==> src/hdl/bfa_pkg.sv <==
// Shared types and constants for the first-fit run allocator.
// Used by bfa_word_scan, bfa_map_mem and bitmap_first_fit_run_allocator.
package bfa_pkg;

  // Occupancy map is held as words of this many slots
  localparam int WORD_W = 32;
  localparam int WB     = $clog2(WORD_W);

  // Defaults for the top-level parameters
  localparam int SLOTS_DEF   = 256;
  localparam int MAX_RUN_DEF = 32;

  // Field widths
  localparam int CMD_W   = 1;
  localparam int LEN_W   = 6;
  localparam int START_W = 8;
  localparam int POS_W   = 9;
  localparam int CFG_W   = 9;

  // Reset value of the slots-in-use register
  localparam logic [CFG_W-1:0] CFG_RESET = 9'd256;

  // Free-gap counter saturates at the largest encodable run
  localparam int GAP_W   = LEN_W;
  localparam int GAP_MAX = (1 << GAP_W) - 1;

  // Command codes
  localparam logic [CMD_W-1:0] CMD_ALLOC = 1'b0;
  localparam logic [CMD_W-1:0] CMD_FREE  = 1'b1;

  typedef struct packed {
    logic [CMD_W-1:0]   command;
    logic [LEN_W-1:0]   run_length;
    logic [START_W-1:0] start_slot;
  } in_item_t;

  typedef struct packed {
    logic [POS_W-1:0] slot_position;
    logic             success;
    logic             map_empty;
  } out_item_t;

  // Result of evaluating one map word during the search
  typedef struct packed {
    logic             hit;  // a long enough gap ends in this word
    logic [WB-1:0]    idx;  // lowest bit at which such a gap ends
    logic [GAP_W-1:0] gap;  // free run carried into the next word
  } scan_res_t;

endpackage

==> src/hdl/bfa_word_scan.sv <==
// One-word gap search for the first-fit allocator.
// Depends on bfa_pkg.
module bfa_word_scan #(
  parameter int XW = 10
) (
  input  logic [bfa_pkg::WORD_W-1:0] word,
  input  logic [XW-1:0]              base,
  input  logic [XW-1:0]              limit,
  input  logic [bfa_pkg::GAP_W-1:0]  gap_in,
  input  logic [bfa_pkg::LEN_W-1:0]  len,
  output bfa_pkg::scan_res_t         res
);
  import bfa_pkg::*;

  localparam int CW = GAP_W + 2;

  logic [WORD_W-1:0]             free_v;
  logic [WORD_W-1:0]             win;
  logic [WORD_W-1:0]             pre;
  logic [WORD_W-1:0]             reach;
  logic [WORD_W-1:0]             hit;
  logic [LEN_W-1:0][WORD_W-1:0]  run_v;
  logic [XW-1:0]                 rem;
  logic                          taken;
  logic [CW-1:0]                 top;
  logic [CW-1:0]                 gap_sum;

  // Free slots of this word that lie below the slot limit
  always_comb begin
    rem = limit - base;
    for (int i = 0; i < WORD_W; i++) begin
      free_v[i] = ~word[i] & (XW'(i) < rem);
    end
  end

  // run_v[k][i]: 2^k free slots end at bit i (doubling)
  always_comb begin
    run_v[0] = free_v;
    for (int k = 1; k < LEN_W; k++) begin
      run_v[k] = run_v[k-1] & (run_v[k-1] << (1 << (k-1)));
    end
  end

  // Compose a window of exactly len slots from the power-of-two pieces
  always_comb begin
    win   = '0;
    taken = 1'b0;
    for (int k = LEN_W - 1; k >= 0; k--) begin
      if (len[k]) begin
        if (taken) begin
          win = run_v[k] & (win << (1 << k));
        end else begin
          win = run_v[k];
        end
        taken = 1'b1;
      end
    end
  end

  // Gaps that start in an earlier word: all free from bit 0, carry long enough
  always_comb begin
    for (int i = 0; i < WORD_W; i++) begin
      pre[i]   = &(free_v | ({WORD_W{1'b1}} << (i + 1)));
      reach[i] = (CW'(gap_in) + CW'(i + 1)) >= CW'(len);
    end
    hit = win | (pre & reach);
  end

  // Lowest hit, and the free run left at the top of the word
  always_comb begin
    res.hit = |hit;
    res.idx = '0;
    for (int i = WORD_W - 1; i >= 0; i--) begin
      if (hit[i]) begin
        res.idx = WB'(i);
      end
    end
    top = CW'(WORD_W);
    for (int i = 0; i < WORD_W; i++) begin
      if (!free_v[i]) begin
        top = CW'(WORD_W - 1 - i);
      end
    end
    gap_sum = CW'(gap_in) + CW'(WORD_W);
    if (&free_v) begin
      res.gap = (gap_sum > CW'(GAP_MAX)) ? GAP_W'(GAP_MAX) : gap_sum[GAP_W-1:0];
    end else begin
      res.gap = top[GAP_W-1:0];
    end
  end

endmodule

==> src/hdl/bfa_map_mem.sv <==
// Occupancy map storage: word memory with registered read,
// per-word valid and non-zero flags. Depends on bfa_pkg.
module bfa_map_mem #(
  parameter int NWORDS = 8,
  parameter int WA_W   = 3
) (
  input  logic                      clk,
  input  logic                      rst_n,
  input  logic [WA_W-1:0]           rd_addr,
  output logic [bfa_pkg::WORD_W-1:0] rd_data,
  input  logic                      wr_en,
  input  logic [WA_W-1:0]           wr_addr,
  input  logic [bfa_pkg::WORD_W-1:0] wr_data,
  output logic                      map_empty
);
  import bfa_pkg::*;

  logic [WORD_W-1:0] mem [NWORDS];
  logic [NWORDS-1:0] valid_r;
  logic [NWORDS-1:0] nz_r;
  logic [WORD_W-1:0] rd_word_r;
  logic              rd_valid_r;

  // Per-word flags: a word never written reads as all free
  always_ff @(posedge clk) begin
    if (!rst_n) begin
      valid_r <= '0;
      nz_r    <= '0;
    end else if (wr_en) begin
      valid_r[wr_addr] <= 1'b1;
      nz_r[wr_addr]    <= |wr_data;
    end
  end

  // Memory array and registered read port
  always_ff @(posedge clk) begin
    if (wr_en) begin
      mem[wr_addr] <= wr_data;
    end
    rd_word_r  <= mem[rd_addr];
    rd_valid_r <= valid_r[rd_addr];
  end

  assign rd_data   = rd_valid_r ? rd_word_r : '0;
  assign map_empty = ~|nz_r;

endmodule

==> src/hdl/bitmap_first_fit_run_allocator.sv <==
// First-fit contiguous run allocator over an occupancy bitmap.
// Depends on bfa_pkg, bfa_word_scan and bfa_map_mem.
//
// Input channel (in_valid/in_ready/in_data) takes one command per
// transaction: allocate a run of run_length slots, or free run_length
// slots from start_slot. Each command gives one result transaction on
// out_valid/out_ready/out_data: start slot or slot count, success flag and
// whether the whole map is empty afterwards. cfg_wr_en/cfg_wr_data write
// the slots-in-use register; write it only while idle.
// One command is worked on at a time; in_ready is high when idle.
// A command passes through S_PREP, one S_SCAN step per 32-slot word read
// by the first-fit search (at most 8 for 256 slots, none for free), one
// S_MOD step per word rewritten (at most 2), then S_FIN. The map lives in
// a single-port-write memory of 32-bit words read once per cycle, so the
// word count sets the rate; in_ready rises as the result is registered.
// Reset clears the map at once through per-word valid flags and sets
// slots-in-use to 256. A stalled result is held in the output register;
// the block finishes the command and waits there before taking the next.
module bitmap_first_fit_run_allocator #(
  parameter int SLOTS   = bfa_pkg::SLOTS_DEF,
  parameter int MAX_RUN = bfa_pkg::MAX_RUN_DEF
) (
  input  logic                     clk,
  input  logic                     rst_n,
  input  logic                     cfg_wr_en,
  input  logic [bfa_pkg::CFG_W-1:0] cfg_wr_data,
  input  logic                     in_valid,
  output logic                     in_ready,
  input  bfa_pkg::in_item_t        in_data,
  output logic                     out_valid,
  input  logic                     out_ready,
  output bfa_pkg::out_item_t       out_data
);
  import bfa_pkg::*;

  localparam int NWORDS  = (SLOTS + WORD_W - 1) / WORD_W;
  localparam int WA_W    = (NWORDS > 1) ? $clog2(NWORDS) : 1;
  localparam int SI_W    = WA_W + WB;
  localparam int XW      = ((SI_W > POS_W) ? SI_W : POS_W) + 1;
  localparam int LEN_CAP = (MAX_RUN > GAP_MAX) ? GAP_MAX : MAX_RUN;

  typedef enum logic [2:0] {
    S_IDLE,
    S_PREP,
    S_SCAN,
    S_MOD,
    S_FIN
  } state_t;

  state_t state_r, state_nxt;
  logic       out_valid_r, out_valid_nxt;
  out_item_t  out_item_r, out_item_nxt;

  logic [CFG_W-1:0]   cfg_r;
  logic [CMD_W-1:0]   cmd_r, cmd_nxt;
  logic [LEN_W-1:0]   len_r, len_nxt;
  logic [START_W-1:0] start_r, start_nxt;
  logic [WA_W-1:0]    scur_r, scur_nxt;
  logic [GAP_W-1:0]   gap_r, gap_nxt;
  logic [WA_W-1:0]    wcur_r, wcur_nxt;
  logic [XW-1:0]      lo_r, lo_nxt;
  logic [XW-1:0]      hi_r, hi_nxt;
  logic [POS_W-1:0]   pos_r, pos_nxt;
  logic               ok_r, ok_nxt;

  logic [XW-1:0]      limit;
  logic [XW-1:0]      limit_m1;
  logic [XW-1:0]      hi_m1;
  logic [WA_W-1:0]    slast;
  logic [WA_W-1:0]    wlast;
  logic [XW-1:0]      start_x;
  logic [LEN_W-1:0]   free_len;
  logic [XW-1:0]      free_end;
  logic [XW-1:0]      scan_base;
  logic [XW-1:0]      fstart;
  logic [XW-1:0]      slot_i;
  logic [WORD_W-1:0]  run_mask;
  logic [WORD_W-1:0]  mod_word;

  logic [WA_W-1:0]    rd_addr;
  logic [WORD_W-1:0]  rd_data;
  logic               wr_en;
  logic [WORD_W-1:0]  wr_data;
  logic               map_empty;
  scan_res_t          scan;

  // Slots-in-use register
  always_ff @(posedge clk) begin
    if (!rst_n) begin
      cfg_r <= CFG_RESET;
    end else if (cfg_wr_en) begin
      cfg_r <= cfg_wr_data;
    end
  end

  // Effective limit and derived word bounds
  always_comb begin
    limit     = (XW'(cfg_r) > XW'(SLOTS)) ? XW'(SLOTS) : XW'(cfg_r);
    limit_m1  = limit - XW'(1);
    slast     = limit_m1[WB +: WA_W];
    hi_m1     = hi_r - XW'(1);
    wlast     = hi_m1[WB +: WA_W];
    start_x   = XW'(start_r);
    free_len  = (len_r > LEN_W'(LEN_CAP)) ? LEN_W'(LEN_CAP) : len_r;
    free_end  = start_x + XW'(free_len);
    scan_base = XW'({scur_r, {WB{1'b0}}});
    fstart    = scan_base + XW'(scan.idx) + XW'(1) - XW'(len_r);
  end

  // Set or clear mask for the word being rewritten
  always_comb begin
    for (int i = 0; i < WORD_W; i++) begin
      slot_i      = XW'({wcur_r, WB'(i)});
      run_mask[i] = (slot_i >= lo_r) && (slot_i < hi_r);
    end
    mod_word = (cmd_r == CMD_ALLOC) ? (rd_data | run_mask) : (rd_data & ~run_mask);
  end

  bfa_word_scan #(
    .XW (XW)
  ) u_scan (
    .word   (rd_data),
    .base   (scan_base),
    .limit  (limit),
    .gap_in (gap_r),
    .len    (len_r),
    .res    (scan)
  );

  bfa_map_mem #(
    .NWORDS (NWORDS),
    .WA_W   (WA_W)
  ) u_mem (
    .clk       (clk),
    .rst_n     (rst_n),
    .rd_addr   (rd_addr),
    .rd_data   (rd_data),
    .wr_en     (wr_en),
    .wr_addr   (wcur_r),
    .wr_data   (wr_data),
    .map_empty (map_empty)
  );

  // Command sequencer
  always_comb begin
    state_nxt     = state_r;
    cmd_nxt       = cmd_r;
    len_nxt       = len_r;
    start_nxt     = start_r;
    scur_nxt      = scur_r;
    gap_nxt       = gap_r;
    wcur_nxt      = wcur_r;
    lo_nxt        = lo_r;
    hi_nxt        = hi_r;
    pos_nxt       = pos_r;
    ok_nxt        = ok_r;
    rd_addr       = '0;
    wr_en         = 1'b0;
    wr_data       = mod_word;
    out_valid_nxt = out_valid_r & ~out_ready;
    out_item_nxt  = out_item_r;

    case (state_r)
      S_IDLE: begin
        if (in_valid) begin
          cmd_nxt   = in_data.command;
          len_nxt   = in_data.run_length;
          start_nxt = in_data.start_slot;
          state_nxt = S_PREP;
        end
      end

      // Sort out trivial cases, start the search or the clear
      S_PREP: begin
        pos_nxt   = '0;
        ok_nxt    = 1'b0;
        state_nxt = S_FIN;
        if (cmd_r == CMD_ALLOC) begin
          pos_nxt = POS_W'(limit);
          if ((len_r != '0) && (len_r <= LEN_W'(LEN_CAP)) && (limit != '0)) begin
            scur_nxt  = '0;
            gap_nxt   = '0;
            rd_addr   = '0;
            state_nxt = S_SCAN;
          end
        end else if (start_x < limit) begin
          ok_nxt = 1'b1;
          if (len_r != '0) begin
            lo_nxt    = start_x;
            hi_nxt    = (free_end < limit) ? free_end : limit;
            wcur_nxt  = start_x[WB +: WA_W];
            rd_addr   = start_x[WB +: WA_W];
            state_nxt = S_MOD;
          end
        end
      end

      // One word per cycle; next read issued alongside
      S_SCAN: begin
        if (scan.hit) begin
          pos_nxt   = POS_W'(fstart);
          ok_nxt    = 1'b1;
          lo_nxt    = fstart;
          hi_nxt    = fstart + XW'(len_r);
          wcur_nxt  = fstart[WB +: WA_W];
          rd_addr   = fstart[WB +: WA_W];
          state_nxt = S_MOD;
        end else if (scur_r == slast) begin
          pos_nxt   = POS_W'(limit);
          ok_nxt    = 1'b0;
          state_nxt = S_FIN;
        end else begin
          scur_nxt = scur_r + WA_W'(1);
          gap_nxt  = scan.gap;
          rd_addr  = scur_r + WA_W'(1);
        end
      end

      // Read-modify-write of each word the run touches
      S_MOD: begin
        wr_en = 1'b1;
        if (wcur_r == wlast) begin
          state_nxt = S_FIN;
        end else begin
          wcur_nxt = wcur_r + WA_W'(1);
          rd_addr  = wcur_r + WA_W'(1);
        end
      end

      // Hand the result to the output register once it is free
      S_FIN: begin
        if (!out_valid_r || out_ready) begin
          out_valid_nxt              = 1'b1;
          out_item_nxt.slot_position = pos_r;
          out_item_nxt.success       = ok_r;
          out_item_nxt.map_empty     = map_empty;
          state_nxt                  = S_IDLE;
        end
      end

      default: begin
        state_nxt = S_IDLE;
      end
    endcase
  end

  // State and output register
  always_ff @(posedge clk) begin
    if (!rst_n) begin
      state_r     <= S_IDLE;
      out_valid_r <= 1'b0;
    end else begin
      state_r     <= state_nxt;
      out_valid_r <= out_valid_nxt;
    end
    out_item_r <= out_item_nxt;
  end

  // Working registers
  always_ff @(posedge clk) begin
    cmd_r   <= cmd_nxt;
    len_r   <= len_nxt;
    start_r <= start_nxt;
    scur_r  <= scur_nxt;
    gap_r   <= gap_nxt;
    wcur_r  <= wcur_nxt;
    lo_r    <= lo_nxt;
    hi_r    <= hi_nxt;
    pos_r   <= pos_nxt;
    ok_r    <= ok_nxt;
  end

  assign in_ready  = (state_r == S_IDLE);
  assign out_valid = out_valid_r;
  assign out_data  = out_item_r;

  // A granted run lies wholly below the limit
  a_alloc_in_range: assert property (@(posedge clk) disable iff (!rst_n)
    (state_r == S_FIN && cmd_r == CMD_ALLOC && ok_r) |->
      (XW'(pos_r) + XW'(len_r) <= limit))
    else $error("allocated run exceeds slot limit");

  // After a granted allocation the map cannot be empty
  a_alloc_not_empty: assert property (@(posedge clk) disable iff (!rst_n)
    (state_r == S_FIN && cmd_r == CMD_ALLOC && ok_r) |-> !map_empty)
    else $error("map reported empty after allocation");

  // Free always reports position zero
  a_free_pos: assert property (@(posedge clk) disable iff (!rst_n)
    (state_r == S_FIN && cmd_r == CMD_FREE) |-> (pos_r == '0))
    else $error("free reported non-zero position");

  // Rewrite stays within the run's words and the run is not empty
  a_mod_bound: assert property (@(posedge clk) disable iff (!rst_n)
    (state_r == S_MOD) |-> ((wcur_r <= wlast) && (lo_r < hi_r)))
    else $error("rewrite outside run");

  // Search never passes the last word below the limit
  a_scan_bound: assert property (@(posedge clk) disable iff (!rst_n)
    (state_r == S_SCAN) |-> (scur_r <= slast))
    else $error("search beyond slot limit");

endmodule
==> config.mk <==
export PLATFORM = sky130hd
export DESIGN_NAME = bitmap_first_fit_run_allocator
export DESIGN_NICKNAME = d
export VERILOG_FILES = /design/src/hdl/bfa_pkg.sv /design/src/hdl/bfa_word_scan.sv /design/src/hdl/bfa_map_mem.sv /design/src/hdl/bitmap_first_fit_run_allocator.sv
export SDC_FILE = /design/constraint.sdc
export NUM_CORES = 1
export LEC_CHECK = 0
export ABC_AREA = 1
export CORE_ASPECT_RATIO = 2
export CORE_MARGIN = 8
export CORE_UTILIZATION = 47
export CTS_CLUSTER_SIZE = 12
export DETAILED_ROUTE_END_ITERATION = 6
export DONT_BUFFER_PORTS = 1
export GPL_ROUTABILITY_DRIVEN = 0
export GPL_TIMING_DRIVEN = 0
export PLACE_DENSITY_LB_ADDON = 0.2
export SETUP_SLACK_MARGIN = 0.2
export SYNTH_ARGS = -nofsm -noshare
export SYNTH_HDL_FRONTEND = slang
export SYNTH_SLANG_ARGS = --single-unit
==> constraint.sdc <==
create_clock -name clk -period 16.4 [get_ports clk]
set_input_delay 1.64 -clock clk [delete_from_list [all_inputs] [get_ports clk]]
set_output_delay 1.64 -clock clk [all_outputs]
set_load 0.05 [all_outputs]
# After elaboration in Yosys (flattened, before gate mapping)
# Memories as Yosys holds them, arrays and structs flattened. A register that Yosys moved wholly into a read port is not among the register bits.
# Index checks and enable logic that the tools add are counted.
[word_totals]
inputBits = 29
out_inout_bits = 13
ramBits = 256
ff_bits = 98
word_cells = 533
memories = 1
[op_classes]
n_eq_ne = 19
magnitude_cmp = 137
add_sub_neg = 42
mux = 149
reduce_logical = 84
n_bitwise = 82
[memory_table]
columns = ["memory", "words", "width", "read_ports", "rd_clocked_by_memory_dff", "wr", "line", "rtl"]
rows = [
  ["u_mem.mem", 8, 32, 1, 1, 1, "bfa_map_mem.sv:18", "logic [WORD_W-1:0] mem [NWORDS];"],
]
[op_table]
columns = ["op", "n"]
rows = [
  ["$mux W32", 13],
  ["$and A32 B32 Y32", 12],
  ["$ge A8 B10 Y1", 32],
  ["$lt A8 B10 Y1", 32],
  ["$ge A8 B6 Y1", 32],
  ["$mux W6", 39],
  ["$lt A5 B10 Y1 const A", 16],
  ["$mux W5", 32],
  ["$add A6 B5 Y7 const B", 16],
  ["$lt A4 B10 Y1 const A", 8],
  ["$mux W10", 8],
  ["$mux W3", 24],
  ["$or A32 B32 Y32", 2],
  ["$reduce_or A32 Y1", 2],
  ["$add A6 B4 Y7 const B", 8],
  ["$mux W9", 5],
  ["$lt A3 B10 Y1 const A", 4],
  ["$pmux W10 S2", 2],
  ["$logic_and A1 B1 Y1", 35],
  ["$and A1 B1 Y1", 33],
  ["$not A1 Y1", 33],
  ["$not A32 Y32", 1],
  ["$reduce_and A32 Y1", 1],
  ["$reduce_and A31 Y1", 1],
  ["76 further kinds", 122],
]

# Depth between registers and ports, before layout
# Gate-level depths: netlist of run 1.
[depth]
word_depth = 66
depth_mapped = 80

# Modules after synthesis
# From an unflattened synthesis of run 1, not the netlist that was laid out.
[unflattened]
cells_unflattened = 3205
area_unflattened_um2 = 25948.6
[by_module_without_submodules]
columns = ["mod", "cells_per_inst", "seq_area_each_um2", "area_each_um2", "instances"]
rows = [
  ["bfa_map_mem", 938, 8668.3, 11614.9, 1],
  ["bfa_word_scan", 1441, 0.0, 8032.7, 1],
  ["bitmap_first_fit_run_allocator", 826, 2302.2, 6301.0, 1],
]

# Least setup slack after synthesis of run 1
# OpenSTA, ideal clock, no wires.
[synth_timing]
path_kind = "register to register"
from = "register cfg_r[6]"
to = "register u_mem.rd_word_r[10], read port of u_mem.mem"
required_ns = 16.287
slack_ns = 9.068
setup_time_ns = 0.113
stages_incl_launch_ff = 75
path_buffers = 1
arrival_ns = 7.219
cell_sequence = "dfxtp_1 -> nor2_1 -> nand2_1 -> o21ai_4 -> nand2_1 -> ha_1 -> inv_1 -> ha_1 -> inv_1 -> nand2_1 -> nand2_2 -> nand2_1 -> a21oi_1 -> nand3_1 -> nor2_1 -> nand2_1 -> nand2_1 -> nor2_1 -> (+39 left out) -> nand2_1 -> a21oi_1 -> ha_1 -> ha_1 -> inv_1 -> fa_1 -> o21ai_0 -> a21oi_1 -> o21ai_0 -> xor2_1 -> nand2_1 -> nand2_1 -> nand2_1 -> nand2_1 -> inv_1 -> buf_1 -> nand2_1 -> nand2_1"
[synth_via]
elab_chain_len = 64
elab_cells_between_ends = 165
classes_between = "add/sub: 5; order compare: 34; eq/ne: 1; mux: 49; bitwise: 44; reduce/logical: 32"
[synth_lines]
columns = ["element", "line", "rtl"]
rows = [
  ["start: declaration", "bitmap_first_fit_run_allocator.sv:54", "logic [CFG_W-1:0] cfg_r;"],
  ["start signal: assignment", "bitmap_first_fit_run_allocator.sv:92", "cfg_r <= cfg_wr_data;"],
  ["$gt A9 B9 Y1", "bitmap_first_fit_run_allocator.sv:98", "limit = (XW'(cfg_r) > XW'(SLOTS)) ? XW'(SLOTS) : XW'(cfg_r);"],
  ["$mux W9 (*)", "bitmap_first_fit_run_allocator.sv:98", ""],
  ["$sub A9 B8 Y10", "bfa_word_scan.sv:30", "rem = limit - base;"],
  ["$lt A1 B10 Y1", "bfa_word_scan.sv:32", "free_v[i] = ~word[i] & (XW'(i) < rem);"],
  ["$and A1 B1 Y1", "bfa_word_scan.sv:32", ""],
  ["$and A32 B32 Y32 (5 in a row)", "bfa_word_scan.sv:40", "run_v[k] = run_v[k-1] & (run_v[k-1] << (1 << (k-1)));"],
  ["$mux W32", "bfa_word_scan.sv:49", "if (len[k]) begin"],
  ["$and A32 B32 Y32", "bfa_word_scan.sv:51", "win = run_v[k] & (win << (1 << k));"],
  ["(+13 left out)", "n/a", ""],
  ["$mux W32", "bfa_word_scan.sv:49", ""],
  ["$or A32 B32 Y32", "bfa_word_scan.sv:66", "hit = win | (pre & reach);"],
  ["$mux W5 (32 in a row)", "bfa_word_scan.sv:74", "if (hit[i]) begin"],
  ["$add A8 B5 Y9", "bitmap_first_fit_run_allocator.sv:107", "fstart = scan_base + XW'(scan.idx) + XW'(1) - XW'(len_r);"],
  ["$add A9 B1 Y10", "bitmap_first_fit_run_allocator.sv:107", ""],
  ["$sub A10 B6 Y10", "bitmap_first_fit_run_allocator.sv:107", ""],
  ["$mux W3", "bitmap_first_fit_run_allocator.sv:200", "if (scan.hit) begin"],
  ["$pmux W3 S3 (*)", "bitmap_first_fit_run_allocator.sv:163", "case (state_r)"],
  ["end: declaration", "bfa_map_mem.sv:21", "logic [WORD_W-1:0] rd_word_r;"],
]
# Every way passes the cells marked *; elsewhere a longest branch is shown, timed or not.
# A chain may end at the register's enable or synchronous reset.

# Final worst setup path of run 1
[layout_timing]
from = "register cfg_r[0]"
to = "register u_mem.rd_word_r[16], read port of u_mem.mem"
# The elaborated chain is that of the path after synthesis.

==> impl_metrics.ini, run 1 <==
[sta]
slew_headroom_pct = 1.36
slew_violations = 0
finClkSkew_ns = 0.0185
rsz0062_at_grt = false
hold_viol = 0
tightest_slew_ns = 1.46
timing.setup.tns_ns = 0
max_freq_mhz = 94.6
post-route-period-util_pct = 64.5
postLayoutSetupSlackWorst_ns = 5.83
setup_viol = 0
hold_ws_ns = 0.420
finalCriticalPeriod_ns = 10.57

[finish]
nFillCells = 4941
syn2layout_area_growth_pct = 9.06
final_area_um2 = 27000
stdcell_count = 3762
drive_gt1_share_pct = 5.91
fin_nets = 3266

[yosys]
ys_types = 64
syn_nets = 3214
synth_area_per_cell_um2 = 8.21
yosysSeqAreaShare_pct = 44.3
synthCells = 3014
ys_ff_latch = 386
yosys_warnings = 0
netlist_area_um2 = 24800

[clock_tree]
postCtsSetupRepairBufs = 0
cts_buffer_depth = 3
clkSinkCount = 386
cts_buffers = 39
cts.clk_slew.worst_paths_ns = 0.06
cts_max_level = 2
cts_root_buffer = clkbuf_16
cts_hold_buffers = 0
cts_tree = built
cts_resized = 0
clk_latency_ns = 0.55

[placed_design]
dpl.hpwl_mm = 70.8
pre_cts_ws_ns = 6.16
dp.cells = 3689
portBuffers = 0
dpl_cell_area_um2 = 25800

[route]
drcViolationCount = 0
vias_per_cell = 6.03
post_drt_wl_per_cell_um = 24.5
ant_nets = 0
drt_iter0_markers = 1959
dr.pass1.iters = 6
vias = 22700
wl_mm = 92.2

[status]
status = complete, but fails checks
violations = max-capacitance violations

[floorplan]
initial_core_util_pct = 47.2
io_pins = 42
die_area_um2 = 60700
die_x_um = 178
chipHeight_um = 341
core_area_um2 = 52400
rows = 119

[global_routing]
grt_start_max_net_pins = 35
overflow = 0
antenna_found_initial = 4
grt_pass1_vias = 22700
grt_pass1_wl_mm = 136
grt_use_total_pct = 30.0

[pwr]
p_leak_uw = 0.0116
ir_worst_vdd_v = 0.000116
pwr_density_cell_nw_per_um2 = 210

[critical_path]
critPathMaxStageDelay_ns = 0.41
crit_slowest_cell = nor2_1
critPathLaunchType = flip-flop
setup.worst_path.class = reg2reg
cp.arrival_ns = 10.99
required_ns = 16.82
critPathMaxFanout = 10
endpoint_kind = flip-flop
path_common_cell = nand2_1

[run]
drv_cap = 1

[min_path]
hold_path_class = reg2reg
[logic make-up after synthesis]
kind of cell	after synthesis	synth area share (%)
adder cells (fa/ha/maj)	171	8.74
AO/OA/AOI/OAI	669	16.1
flip-flops	386	44.3
buffers and inverters	471	7.83
XOR/XNOR	60	2.12
AND/OR/NAND/NOR	1257	20.9
[cells in the mapped netlist (all sizes together)]
library cell | count | area share, %
nor3 | 24 | 0.51
a21boi | 5 | 0.15
o2111ai | 4 | 0.14
or2 | 3 | 0.076
o21bai | 2 | 0.061
a2bb2oi | 1 | 0.035
dfxtp | 62 | 5.0
o21a | 7 | 0.21
fa | 3 | 0.24
nor4 | 12 | 0.30
edfxtp | 324 | 39
nor3b | 1 | 0.030
clkbuf | 55 | 0.87
a2111oi | 2 | 0.071
o221ai | 9 | 0.37
o31ai | 9 | 0.27
nand2b | 3 | 0.076
xor2 | 53 | 1.9
o211ai | 47 | 1.4
nand2 | 549 | 8.6
nand3b | 2 | 0.061
o22ai | 21 | 0.53
nand4 | 19 | 0.48
a32oi | 2 | 0.071
clkinv | 7 | 0.11
ha | 168 | 8.5
a22oi | 4 | 0.12
a311oi | 1 | 0.035
nor2 | 525 | 8.2
o32ai | 64 | 2.3
o21ai | 272 | 5.6
a31oi | 8 | 0.20
a221oi | 5 | 0.18
a21o | 8 | 0.24
inv | 358 | 5.4
and2 | 4 | 0.10
buf | 51 | 1.4
a211oi | 2 | 0.061
o41ai | 4 | 0.14
xnor2 | 7 | 0.25
a21oi | 192 | 3.9
and3 | 1 | 0.025
nand3 | 114 | 2.4
[per-stage QoR]
stage / power (uW) / utilization (%)
after floorplan: 3630 / -
after global placement: 4660 / 48.8
after detailed placement: 4740 / 49.3
after CTS: 5570 / 51.5
after global routing: 6020 / 51.5
final: 5680 / 51.5
[state kept, by name (all words and copies together) (netlist names), 3 cells and up]
signal           cells
u_mem.mem          256
u_mem.rd_word_r     32
out_data            11
hi_r                10
lo_r                10
cfg_r                9
pos_r                9
start_r              8
u_mem.nz_r           8
u_mem.valid_r        8
gap_r                6
len_r                6
scur_r               3
state_r              3
wcur_r               3
[critical path: cells and delay by family (launching register included)]
family                     cells  cell delay (ns)
buffers and inverters          5             0.84
adders and majority gates      5             1.19
AOI/OAI and AO/OA              8             1.58
DFF                            1             0.38
xor gates and xnor gates       1             0.39
and+or+nand+nor               55             6.03
[report_power, final]
group          internal, uW  leakage (uW)  switching (uW)  total (uW)
sequential             1390       0.00351             116        1510
clock                   456      0.000548             368         824
combinational           957       0.00753            2390        3340
total                  2810        0.0116            2870        5680
[placed cells by master (no fill, tap or decap), drive strengths merged, types with 47 or more instances in the layout]
cell type,Yosys,layout
o21ai,272,272
clkbuf,55,118
nand3,114,114
o211ai,47,47
buf,51,62
a21oi,192,192
edfxtp,324,324
ha,168,168
nor2,525,525
o32ai,64,64
dfxtp,62,62
nand2,549,549
xor2,53,53
inv,358,358
[final timing paths]
check | slack [ns] | depth (start not counted) | from | to
min reg2reg | 0.42 | 0 | pos_r[2]$_DFFE_PP_ | out_data[4]$_DFFE_PP_
max reg2reg | 5.83 | 74 | cfg_r[0]$_SDFFE_PN0P_ | u_mem.rd_word_r[16]$_DFF_P_
max | 5.83 | 74 | cfg_r[0]$_SDFFE_PN0P_ | u_mem.rd_word_r[16]$_DFF_P_
min | 0.42 | 0 | pos_r[2]$_DFFE_PP_ | out_data[4]$_DFFE_PP_
[cell type report]
class                   count  area [um2]  share of cell area, %
diodes                      3        7.51                 0.0278
plain buffers             106         566                   2.10
clock buffers              63        1090                   4.03
clock inverters             6        55.1                  0.204
inverters                 365        1370                   5.08
multi-input cells        2157       11900                   44.1
flip-flops and latches    386       11000                   40.6
well taps                 665         832                   3.08
repair buffers             11         198                  0.732
[per-layer routing]
metal  track usage (%)  wire, um
met5                 0        24
met4              31.4     11400
met3              5.92      6770
met2              52.8     46100
met1              27.2     28000
(Power assumes the default switching activity.)
==> run 2: changes to the inputs <==
- clock period: 16.4 -> 8.7 ns (I/O delays scaled with it)
==> impl_metrics.ini, run 2 (same netlist as run 1, synthesis figures left out) <==
[status]
status = complete, but fails checks
violations = design-rule violations

[critical_path]
critPathMaxStageDelay_ns = 0.41
worst-r2r-cell-count = 69
setup.worst_path.class = reg2reg
rrSetupSlack_ns = 0.41
r2r-start = cfg_r[3]$_SDFFE_PN0P_
critPathLaunchType = flip-flop
critPathBufInv = 8
r2r-end = u_mem.rd_word_r[12]$_DFF_P_
crit_slowest_cell = nor2_4
endpoint_kind = flip-flop
crit_family = simple AND/OR/NAND/NOR gates
required_ns = 9.19
path_common_cell = nand2_1
cp.arrival_ns = 8.78
critPathMaxFanout = 10

[finish]
syn2layout_area_growth_pct = 20.1
fin_nets = 3357
largest_reg_flops = 256
final_core_util_pct = 56.7
max_flop_register = u_mem.mem
drive_gt1_share_pct = 17.8
final_cell_mix = nand2_1 (465), nor2_1 (431), edfxtp_1 (324)
mostFrequentLayoutCell = nand2_1
nFillCells = 4648

[min_path]
hold_path_class = in2reg
min_path_cells = 0
min_to = cmd_r$_DFFE_PP_
min_from = in_data[14]

[global_routing]
grt_pass1_vias = 22800
grt_use_total_pct = 30.2
overflow = 0
antenna_found_initial = 3
grt_pass1_wl_mm = 137
grt_start_max_net_pins = 35

[run]
drv_cap = 0

[clock_tree]
cts_hold_buffers = 0
cts_buffer_depth = 3
cts_max_level = 2
clkSinkCount = 386
cts_tree = built
cts.clk_slew.worst_paths_ns = 0.06
clk_latency_ns = 0.56
cts_buffers = 39
cts_root_buffer = clkbuf_16

[sta]
max_freq_mhz = 121
timing.setup.tns_ns = 0
slew_headroom_pct = 1.66
finClkSkew_ns = 0.0200
setup_viol = 0
tightest_slew_ns = 1.46
rsz0062_at_grt = true
post-route-period-util_pct = 95.3
finalCriticalPeriod_ns = 8.29
hold_viol = 0
slew_violations = 0
hold_ws_ns = 0.415

[route]
ant_nets = 0
dr.pass1.iters = 7
drt_iter0_markers = 2109
vias_per_cell = 6.07
post_drt_wl_per_cell_um = 24.9
wl_mm = 96.0
vias = 23400
drcViolationCount = 12

[floorplan]
io_pins = 42
rows = 119
core_area_um2 = 52400
die_area_um2 = 60700
initial_core_util_pct = 47.2
die_x_um = 178
chipHeight_um = 341

[placed_design]
portBuffers = 0
dpl.hpwl_mm = 70.8

[pwr]
pwr_density_cell_nw_per_um2 = 406
p_leak_uw = 0.0126
ir_worst_vdd_v = 0.000223
run 2: cell count changes in the layout (fill, tap and decap cells not counted), moves of 31 or more:
cell	previous run	this run
nor2_4	9	59
o32ai_1	64	33
buf_4	9	83
nand2_2	15	54
nand2_1	531	465
nor2_1	502	431
run 2: how the worst max path moves through the flow:
stage / startpoint / end / cells after the start
finish: cfg_r[3]$_SDFFE_PN0P_ / u_mem.rd_word_r[12]$_DFF_P_ / 69
global placement: cfg_r[0]$_SDFFE_PN0P_ / u_mem.rd_word_r[7]$_DFF_P_ / 74
floorplan: cfg_r[6]$_SDFFE_PN0P_ / u_mem.rd_word_r[10]$_DFF_P_ / 74
global route: cfg_r[6]$_SDFFE_PN0P_ / u_mem.rd_word_r[12]$_DFF_P_ / 74
CTS: gap_r[3]$_SDFFCE_PN0P_ / u_mem.rd_word_r[6]$_DFF_P_ / 34
detailed placement: cfg_r[0]$_SDFFE_PN0P_ / u_mem.rd_word_r[16]$_DFF_P_ / 74
run 2: per-layer routing:
layer / vias up / part of all wire (%) / global-route usage (%)
li1: 10600 / - / -
met1: 10900 / 30 / 27.2
met2: 1289 / 50 / 53.2
met3: 603 / 6.9 / 6.21
met4: 2 / 12 / 31.2
met5: - / 0.010 / 0
run 2: where the power goes:
group	internal [uW]	total [uW]	switching [uW]
logic	2580	7670	5090
clock network	859	1560	699
registers	2630	2840	218
run 2: what timing repair did:
action | CTS | global route
gates cloned | 0 | 7
buffers inserted | 10 | 74
gates resized for setup | 95 | 415
endpoints found under the setup margin | 50 | 52
pin swaps | 8 | 112
run 2: worst reg2reg max path, delay by kind of cell (launching register included):
family                     cells  cell delay [ns]
AOI/OAI and AO/OA             10             1.92
and+or+nand+nor               45             3.76
adders and majority gates      5             1.13
xor gates and xnor gates       1             0.22
buffers and inverters          8             0.88
DFF                            1             0.35
run 2: final cells by class:
type	count	area (um2)	share of cell area [%]
diodes	4	10.0	0.0337
plain buffers	106	737	2.48
clock buffers	63	1090	3.66
clock inverters	6	55.1	0.185
inverters	365	1400	4.70
multi-input cells	2157	13500	45.6
flip-flops and latches	386	11000	37.0
well taps	665	832	2.80
repair buffers	102	1070	3.61
run 2: metrics by stage:
stage	setup WS (ns)	instances	total power [uW]	instance area, um2
global route	-0.271	3850	12700	29700
finish	0.408	3854	12100	29700
detailed placement	-1.54	3689	8930	25800
global placement	-1.62	3679	8780	25600
floorplan	1.37	3014	6850	24800
CTS	0.226	3768	10700	27400
